[src/rtl/marker_delimited_frame_receiver_defines.svh]
// Assertion helpers for the frame receiver.
`ifndef MARKER_DELIMITED_FRAME_RECEIVER_DEFINES_SVH
`define MARKER_DELIMITED_FRAME_RECEIVER_DEFINES_SVH

// Same-cycle implication, off during reset.
`define MDFR_ASSERT_NOW(label, ante, cons) \
  label: assert property (@(posedge clk) disable iff (rst) (ante) |-> (cons)) \
    else $error("frame receiver check failed");

// Next-cycle implication, off during reset.
`define MDFR_ASSERT_NEXT(label, ante, cons) \
  label: assert property (@(posedge clk) disable iff (rst) (ante) |=> (cons)) \
    else $error("frame receiver check failed");

`endif

[src/rtl/mdfr_pkg.sv]
package mdfr_pkg;

  localparam int BUFFER_DEPTH_DEFAULT = 64;

  localparam int MARKER_W = 16;
  localparam int BYTE_W = 8;
  localparam int MAXPAY_W = 7;
  localparam int INDEX_W = 6;
  localparam int LENGTH_W = 7;
  localparam int CFG_IDX_W = 2;

  localparam logic [MARKER_W-1:0] RESET_START_MARKER = 16'h12BC;
  localparam logic [MARKER_W-1:0] RESET_END_MARKER = 16'h34DE;
  localparam logic [MAXPAY_W-1:0] RESET_MAX_PAYLOAD = 7'd64;

  localparam logic [CFG_IDX_W-1:0] CFG_START_MARKER = 2'd0;
  localparam logic [CFG_IDX_W-1:0] CFG_END_MARKER = 2'd1;
  localparam logic [CFG_IDX_W-1:0] CFG_MAX_PAYLOAD = 2'd2;

  // Strobes from the sequencer to the payload store.
  typedef struct packed {
    logic wr_en;
    logic rd_en;
  } store_ctl_t;

endpackage

[src/rtl/mdfr_in_if.sv]
interface mdfr_in_if;
  logic                           valid;
  logic                           ready;
  logic [mdfr_pkg::BYTE_W-1:0]    rx_byte;

  modport source (output valid, output rx_byte, input ready);
  modport sink (input valid, input rx_byte, output ready);
endinterface

[src/rtl/mdfr_out_if.sv]
interface mdfr_out_if;
  logic                           valid;
  logic                           ready;
  logic [mdfr_pkg::BYTE_W-1:0]    payload_byte;
  logic [mdfr_pkg::INDEX_W-1:0]   byte_index;
  logic [mdfr_pkg::LENGTH_W-1:0]  payload_length;
  logic                           last_byte;

  modport source (output valid, output payload_byte, output byte_index,
                  output payload_length, output last_byte, input ready);
  modport sink (input valid, input payload_byte, input byte_index,
                input payload_length, input last_byte, output ready);
endinterface

[src/rtl/mdfr_match.sv]
// Shared shift-and-compare unit: serves the start window while idle and the
// end window inside a frame.
module mdfr_match (
  input  logic [mdfr_pkg::MARKER_W-1:0] window,
  input  logic [mdfr_pkg::BYTE_W-1:0]   data,
  input  logic [mdfr_pkg::MARKER_W-1:0] marker,
  output logic [mdfr_pkg::MARKER_W-1:0] window_next,
  output logic                          hit
);

  assign window_next = {window[mdfr_pkg::MARKER_W-mdfr_pkg::BYTE_W-1:0], data};
  assign hit = (window_next == marker);

endmodule

[src/rtl/mdfr_store.sv]
module mdfr_store #(
  parameter int BUFFER_DEPTH = mdfr_pkg::BUFFER_DEPTH_DEFAULT
) (
  input  logic                        clk,
  input  mdfr_pkg::store_ctl_t        ctl,
  input  logic [$clog2(BUFFER_DEPTH)-1:0] wr_addr,
  input  logic [mdfr_pkg::BYTE_W-1:0] wr_data,
  input  logic [$clog2(BUFFER_DEPTH)-1:0] rd_addr,
  output logic [mdfr_pkg::BYTE_W-1:0] rd_data
);

  logic [mdfr_pkg::BYTE_W-1:0] mem [BUFFER_DEPTH];

  always_ff @(posedge clk) begin
    if (ctl.wr_en) begin
      mem[wr_addr] <= wr_data;
    end
    if (ctl.rd_en) begin
      rd_data <= mem[rd_addr];
    end
  end

endmodule

[src/rtl/marker_delimited_frame_receiver.sv]
// Marker-delimited frame receiver.
// rx carries one received byte per beat. While idle the last two bytes are
// matched against start_marker; inside a frame bytes are stored and the last
// two are matched against end_marker. On the end match the stored payload,
// less the first end-marker byte, leaves on res one beat per byte in order,
// last_byte set on the final beat. An empty frame gives a single zero beat
// with payload_length 0. A byte that would exceed the size limit drops the
// frame with no output.
// Each byte is accepted, then makes one pass through the shared window
// compare unit. A closing byte then starts the readout: each payload beat is
// a registered memory read, then the output beat. rx is not ready while a
// byte is checked or the readout runs; a stall on res simply holds the
// current beat. Reset returns the block to idle, clears the windows and loads
// the marker and limit registers with their defaults; the store needs no
// clearing. cfg_we writes a register in the same edge; index 3 is ignored.
module marker_delimited_frame_receiver #(
  parameter int BUFFER_DEPTH = mdfr_pkg::BUFFER_DEPTH_DEFAULT
) (
  input  logic                             clk,
  input  logic                             rst,
  input  logic                             cfg_we,
  input  logic [mdfr_pkg::CFG_IDX_W-1:0]   cfg_index,
  input  logic [mdfr_pkg::MARKER_W-1:0]    cfg_data,
  mdfr_in_if.sink                          rx,
  mdfr_out_if.source                       res
);

  `include "marker_delimited_frame_receiver_defines.svh"

  localparam int AW = $clog2(BUFFER_DEPTH);
  localparam int CW = $clog2(BUFFER_DEPTH + 1);
  localparam int LW = (CW > mdfr_pkg::MAXPAY_W) ? CW : mdfr_pkg::MAXPAY_W;

  localparam logic [1:0] S_RX  = 2'd0;
  localparam logic [1:0] S_CHK = 2'd1;
  localparam logic [1:0] S_RD  = 2'd2;
  localparam logic [1:0] S_OUT = 2'd3;

  logic [1:0]                     state;
  logic [mdfr_pkg::MARKER_W-1:0]  start_marker;
  logic [mdfr_pkg::MARKER_W-1:0]  end_marker;
  logic [mdfr_pkg::MAXPAY_W-1:0]  max_payload;
  logic [mdfr_pkg::MARKER_W-1:0]  start_window;
  logic [mdfr_pkg::MARKER_W-1:0]  end_window;
  logic                           in_frame;
  logic [CW-1:0]                  byte_count;
  logic [CW-1:0]                  frame_len;
  logic [AW-1:0]                  rd_idx;
  logic                           empty_frame;
  logic [mdfr_pkg::BYTE_W-1:0]    rx_data;

  logic [mdfr_pkg::MARKER_W-1:0]  sel_window;
  logic [mdfr_pkg::MARKER_W-1:0]  sel_marker;
  logic [mdfr_pkg::MARKER_W-1:0]  window_next;
  logic                           hit;
  logic                           limit_hit;
  logic [CW-1:0]                  len_next;
  logic                           last;
  logic [mdfr_pkg::BYTE_W-1:0]    rd_data;
  mdfr_pkg::store_ctl_t           store_ctl;

  // Config registers
  always_ff @(posedge clk) begin
    if (rst) begin
      start_marker <= mdfr_pkg::RESET_START_MARKER;
      end_marker <= mdfr_pkg::RESET_END_MARKER;
      max_payload <= mdfr_pkg::RESET_MAX_PAYLOAD;
    end else if (cfg_we) begin
      unique case (cfg_index)
        mdfr_pkg::CFG_START_MARKER: start_marker <= cfg_data;
        mdfr_pkg::CFG_END_MARKER: end_marker <= cfg_data;
        mdfr_pkg::CFG_MAX_PAYLOAD: max_payload <= cfg_data[mdfr_pkg::MAXPAY_W-1:0];
        default: ;
      endcase
    end
  end

  assign sel_window = in_frame ? end_window : start_window;
  assign sel_marker = in_frame ? end_marker : start_marker;

  mdfr_match u_match (
    .window      (sel_window),
    .data        (rx_data),
    .marker      (sel_marker),
    .window_next (window_next),
    .hit         (hit)
  );

  assign limit_hit = (LW'(byte_count) >= LW'(max_payload))
                  || (byte_count == CW'(BUFFER_DEPTH));
  // The byte stored just before the closing byte is the first end-marker byte.
  assign len_next = (byte_count > CW'(1)) ? byte_count - CW'(1) : '0;
  assign last = empty_frame || ((CW'(rd_idx) + CW'(1)) == frame_len);

  assign store_ctl.wr_en = (state == S_CHK) && in_frame && !hit && !limit_hit;
  assign store_ctl.rd_en = (state == S_RD);

  mdfr_store #(
    .BUFFER_DEPTH (BUFFER_DEPTH)
  ) u_store (
    .clk     (clk),
    .ctl     (store_ctl),
    .wr_addr (byte_count[AW-1:0]),
    .wr_data (rx_data),
    .rd_addr (rd_idx),
    .rd_data (rd_data)
  );

  always_ff @(posedge clk) begin
    if (rst) begin
      state <= S_RX;
      in_frame <= 1'b0;
      start_window <= '0;
      end_window <= '0;
      byte_count <= '0;
    end else begin
      unique case (state)
        S_RX: begin
          if (rx.valid) begin
            rx_data <= rx.rx_byte;
            state <= S_CHK;
          end
        end
        S_CHK: begin
          state <= S_RX;
          if (!in_frame) begin
            start_window <= window_next;
            if (hit) begin
              in_frame <= 1'b1;
              byte_count <= '0;
            end
          end else begin
            end_window <= window_next;
            if (hit) begin
              in_frame <= 1'b0;
              frame_len <= len_next;
              rd_idx <= '0;
              if (len_next == '0) begin
                empty_frame <= 1'b1;
                state <= S_OUT;
              end else begin
                empty_frame <= 1'b0;
                state <= S_RD;
              end
            end else if (limit_hit) begin
              in_frame <= 1'b0;
            end else begin
              byte_count <= byte_count + CW'(1);
            end
          end
        end
        S_RD: begin
          state <= S_OUT;
        end
        S_OUT: begin
          if (res.ready) begin
            if (last) begin
              state <= S_RX;
            end else begin
              rd_idx <= rd_idx + AW'(1);
              state <= S_RD;
            end
          end
        end
        default: state <= S_RX;
      endcase
    end
  end

  assign rx.ready = (state == S_RX);
  assign res.valid = (state == S_OUT);
  assign res.payload_byte = empty_frame ? '0 : rd_data;
  assign res.byte_index = mdfr_pkg::INDEX_W'(rd_idx);
  assign res.payload_length = mdfr_pkg::LENGTH_W'(frame_len);
  assign res.last_byte = last;

  `MDFR_ASSERT_NOW(a_one_side, rx.ready, !res.valid)
  `MDFR_ASSERT_NEXT(a_last_to_idle, res.valid && res.ready && res.last_byte, rx.ready)
  `MDFR_ASSERT_NOW(a_count_bound, store_ctl.wr_en, byte_count < CW'(BUFFER_DEPTH))
  `MDFR_ASSERT_NEXT(a_close_leaves_frame, state == S_CHK && in_frame && hit, !in_frame)

endmodule

[src/flat_wrapper.sv]
// flat-port wrapper written by rule: the top's interface ports become plain ports
module marker_delimited_frame_receiver_flat 
#(
  parameter int BUFFER_DEPTH = mdfr_pkg::BUFFER_DEPTH_DEFAULT
)
  (clk, rst, cfg_we, cfg_index, cfg_data, rx_valid, rx_rx_byte, rx_ready, res_valid, res_payload_byte, res_byte_index, res_payload_length, res_last_byte, res_ready);
  mdfr_in_if rx_i ();
  mdfr_out_if res_i ();
  input  logic clk;
  input  logic rst;
  input  logic cfg_we;
  input  logic [mdfr_pkg::CFG_IDX_W-1:0] cfg_index;
  input  logic [mdfr_pkg::MARKER_W-1:0] cfg_data;
  input wire logic [$bits(rx_i.valid)-1:0] rx_valid;
  input wire logic [$bits(rx_i.rx_byte)-1:0] rx_rx_byte;
  output wire logic [$bits(rx_i.ready)-1:0] rx_ready;
  output wire logic [$bits(res_i.valid)-1:0] res_valid;
  output wire logic [$bits(res_i.payload_byte)-1:0] res_payload_byte;
  output wire logic [$bits(res_i.byte_index)-1:0] res_byte_index;
  output wire logic [$bits(res_i.payload_length)-1:0] res_payload_length;
  output wire logic [$bits(res_i.last_byte)-1:0] res_last_byte;
  input wire logic [$bits(res_i.ready)-1:0] res_ready;
  assign rx_i.valid = rx_valid;
  assign rx_i.rx_byte = rx_rx_byte;
  assign rx_ready = rx_i.ready;
  assign res_valid = res_i.valid;
  assign res_payload_byte = res_i.payload_byte;
  assign res_byte_index = res_i.byte_index;
  assign res_payload_length = res_i.payload_length;
  assign res_last_byte = res_i.last_byte;
  assign res_i.ready = res_ready;
  marker_delimited_frame_receiver #(.BUFFER_DEPTH(BUFFER_DEPTH)) u_core (.clk(clk), .rst(rst), .cfg_we(cfg_we), .cfg_index(cfg_index), .cfg_data(cfg_data), .rx(rx_i), .res(res_i));
endmodule
[config.mk]
export PLATFORM = sky130hd
export DESIGN_NAME = marker_delimited_frame_receiver_flat
export DESIGN_NICKNAME = d
export VERILOG_FILES = /design/src/rtl/mdfr_pkg.sv /design/src/rtl/mdfr_in_if.sv /design/src/rtl/mdfr_out_if.sv /design/src/rtl/mdfr_match.sv /design/src/rtl/mdfr_store.sv /design/src/rtl/marker_delimited_frame_receiver.sv /design/src/flat_wrapper.sv
export VERILOG_INCLUDE_DIRS = /design/src /design/src/rtl
export SDC_FILE = /design/constraint.sdc
export NUM_CORES = 1
export LEC_CHECK = 0
export ABC_AREA = 1
export BUFFER_PORTS_ARGS = -buffer_cell sky130_fd_sc_hd__buf_2
export CAP_MARGIN = 0
export CORE_MARGIN = 2
export CORE_UTILIZATION = 66
export DETAILED_ROUTE_END_ITERATION = 10
export PLACE_DENSITY = 0.83
export SYNTH_ARGS = -nofsm -noshare
export SYNTH_HDL_FRONTEND = slang
export SYNTH_SLANG_ARGS = --single-unit
[constraint.sdc]
create_clock -name clk -period 8.5 [get_ports clk]
set_input_delay 1.275 -clock clk [delete_from_list [all_inputs] [get_ports clk]]
set_output_delay 1.275 -clock clk [all_outputs]
set_load 0.005 [all_outputs]
==> flow_summary.toml <==
[timing]
setup_viol = 0
fin_ws_ns = 3.62
hold_viol_final = 0
finClkSkew_ns = 0.0155
layout_min_cycle_time_ns = 4.88
fmax_ghz = 0.205
setup-tns-final_ns = 0
post-route-period-util_pct = 57.4
worstMarginPinSlew_ns = 1.21
slew_headroom_pct = 18.8
slew_violations = 0
rsz0062_at_grt = "no"

[route]
drc_errors = 0
vias_per_cell = 6.50
firstDrtPassIters = 7
drtIter0Drc = 2479
routedWlPerCell_um = 23.1
drtAntennaViolNets = 0
finalWirelength_um = 61200
num_vias = 17300

[yosys]
syn_inst = 2098
synth-main-ff-cell = "edfxtp_1"
synth_nets = 2142
yosys_warnings = 0
ys_types = 32
syn_area_um2 = 24800
synth-async-reset-ratio_pct = 0
ys_seq_elements = 607
yosysSeqAreaShare_pct = 70.8
syn_area_per_cell_um2 = 11.8
synth_enable_flop_cells = 542

[setup_path]
crit_fanout = 198
r2r_cells = 6
critPathArrivalTime_ns = 3.61
r2r-start = "u_core.in_frame"
cp-start-kind = "register"
critPathCaptureType = "output pin"
required_ns = 7.22
crit_type = "reg2out"
rr_endpoint = "u_core.u_store.mem[13][4]"
regToRegSetupSlack_ns = 4.52

[clocking]
htreeDepth = 2
cts_buffers = 56
clk_latency_ns = 0.59
post_cts.repair.setup_buffers = 0
root_buffer = "clkbuf_16"
postCtsHoldBufs = 0
cts_resized = 0
path_clk_slew_ns = 0.06
tritoncts = "built"
cts_sinks = 607
clockBufferDepth = 3

[die]
die_w_um = 198
initial_utilization_pct = 66.4
ios = 55
die_y_um = 198
rows = 71
core-area_um2 = 37400
dieArea_um2 = 39200

[grt]
gr-max-usage-layer = "met2"
grt_use_met1_pct = 44.1
antenna_found_initial = 0
first_global_vias = 16700
grt_pass1_wl_um = 94100
grt.overflow.total = 0
met3_usage_pct = 5.69
grt_use_total_pct = 31.9
groute.layer.met2.usage_pct = 51.2
grt_max_degree = 199

[placement]
port_buffers = 54
pre_cts_ws_ns = 4.42
dp_hpwl_um = 34800
dp.cells = 2553
globalplace.congestion = 0.909

[power]
vdd_drop_max_mv = 0.221
p_per_area_nw_per_um2 = 218
leakage_nw = 9.18

[cells_and_area]
multi_input_area_um2 = 6370
stdcell_count = 2656
fill_cells = 2393
drive_above_1_share_pct = 8.44
regArea_um2 = 17600
area_growth_pct = 9.33
n_antenna_cell = 0
nNetsFinal = 2144

[min_path]
holdPathEnd = "u_core.start_marker[1]"
hold_depth = 2
min_from = "u_core.start_marker[1]"
hold_path.class = "reg2reg"

[run]
maxCapViolations = 0

[run_status]
outcome = "finished clean"
[logic make-up after synthesis]
logic type	Yosys count	share of synthesized area (%)
adder cells (fa/ha/maj)	13	0.655
flip-flops	607	70.8
XOR/XNOR	19	0.670
AO/OA/AOI/OAI	528	12.6
buffers and inverters	219	3.63
AND/OR/NAND/NOR	712	11.7
[metal layers]
layer | routed length, um | part of all wire (%)
met1 | 22200 | 36
met2 | 29100 | 47
met3 | 7510 | 12
met4 | 2390 | 3.9
met5 | 0 | 0
[how the worst max path moves through the flow]
stage,from,endpoint,slack [ns],depth (start not counted)
final,u_core.res.byte_index[0],res_last_byte,3.62,11
after global routing,u_core.res.byte_index[0],res_last_byte,3.41,11
after CTS,u_core.res.byte_index[0],res_last_byte,3.78,11
after detailed placement,u_core.res.byte_index[0],res_last_byte,4.42,11
after global placement,u_core.res.byte_index[0],res_last_byte,4.56,11
after floorplan,u_core.rx_data[0],u_core.empty_frame,5.47,11
[state kept, by name, indices dropped and copies added, names as in the netlist]
name / flops
u_core.end_marker: 16
u_core.start_window: 8
u_core.byte_count: 7
u_core.res.payload_length: 7
u_core.end_window: 8
u_core.res.byte_index: 6
u_core.start_marker: 16
u_core.state: 2
u_core.empty_frame: 1
u_core.u_store.mem: 512
u_core.rx_data: 8
u_core.u_store.rd_data: 8
u_core.max_payload: 7
u_core.in_frame: 1
[area by class of cell]
class | count | share of cell area [%]
Sequential cell | 607 | 64.7
Multi-Input combinational cell | 1272 | 23.5
Clock buffer | 67 | 5.55
Tap cell | 511 | 2.35
Timing Repair Buffer | 77 | 1.68
Inverter | 86 | 1.21
Clock inverter | 36 | 1.04
[cell usage in the layout (no fill, tap or decap), types with 36 or more instances in the layout]
cell type,netlist,layout
edfxtp_1,542,542
nor2_1,425,425
o21ai_0,303,303
nand2_1,154,154
nand3_1,101,101
inv_1,77,76
o211ai_1,68,68
dfxtp_1,65,65
o221ai_1,64,64
clkbuf_16,0,59
o22ai_1,56,56
buf_2,33,54
a21oi_1,36,36
[where the power goes]
part	switching, mW	total [mW]	internal [mW]	leakage, nW
combinational	0.148	0.202	0.0532	2.88
sequential	0.00999	3.26	3.25	5.41
clock	1.06	2.45	1.38	0.893
total	1.22	5.91	4.69	9.18
[cells in the mapped netlist, drive strengths merged, types with 36 or more instances]
cell type,n,area (um^2)
clkbuf,92,345
dfxtp,65,1300
o21ai,303,1520
edfxtp,542,16300
o221ai,64,561
nand2,163,664
a21oi,36,180
o211ai,68,510
nor2,426,1600
o22ai,56,350
nand3,102,515
buf,41,233
inv,83,312
[critical path, stage by stage (launching register included)]
cell and delay, ns:
edfxtp_1 0.42, buf_4 0.55, buf_12 0.60, nand2_1 0.15, nor2_1 0.25, nand3_1 0.13, nand2_1 0.13, nand3_1 0.07
nand2_1 0.07, nand3_1 0.07, nand2_1 0.15, buf_2 0.14
[through the flow]
| step | util, % | hold WS (ns) | total power [mW] | instance area (um^2) |
|---|---|---|---|---|
| after global routing | 72.6 | 0.477 | 6.04 | 27200 |
| after global placement | 67.8 | 0.441 | 3.51 | 25400 |
| final | 72.6 | 0.459 | 5.91 | 27200 |
| after detailed placement | 67.8 | 0.442 | 3.52 | 25400 |
| after floorplan | - | 0.429 | 3.45 | 24800 |
| after CTS | 72.6 | 0.460 | 5.90 | 27200 |
Note: power is estimated with default switching activity, not from simulation.
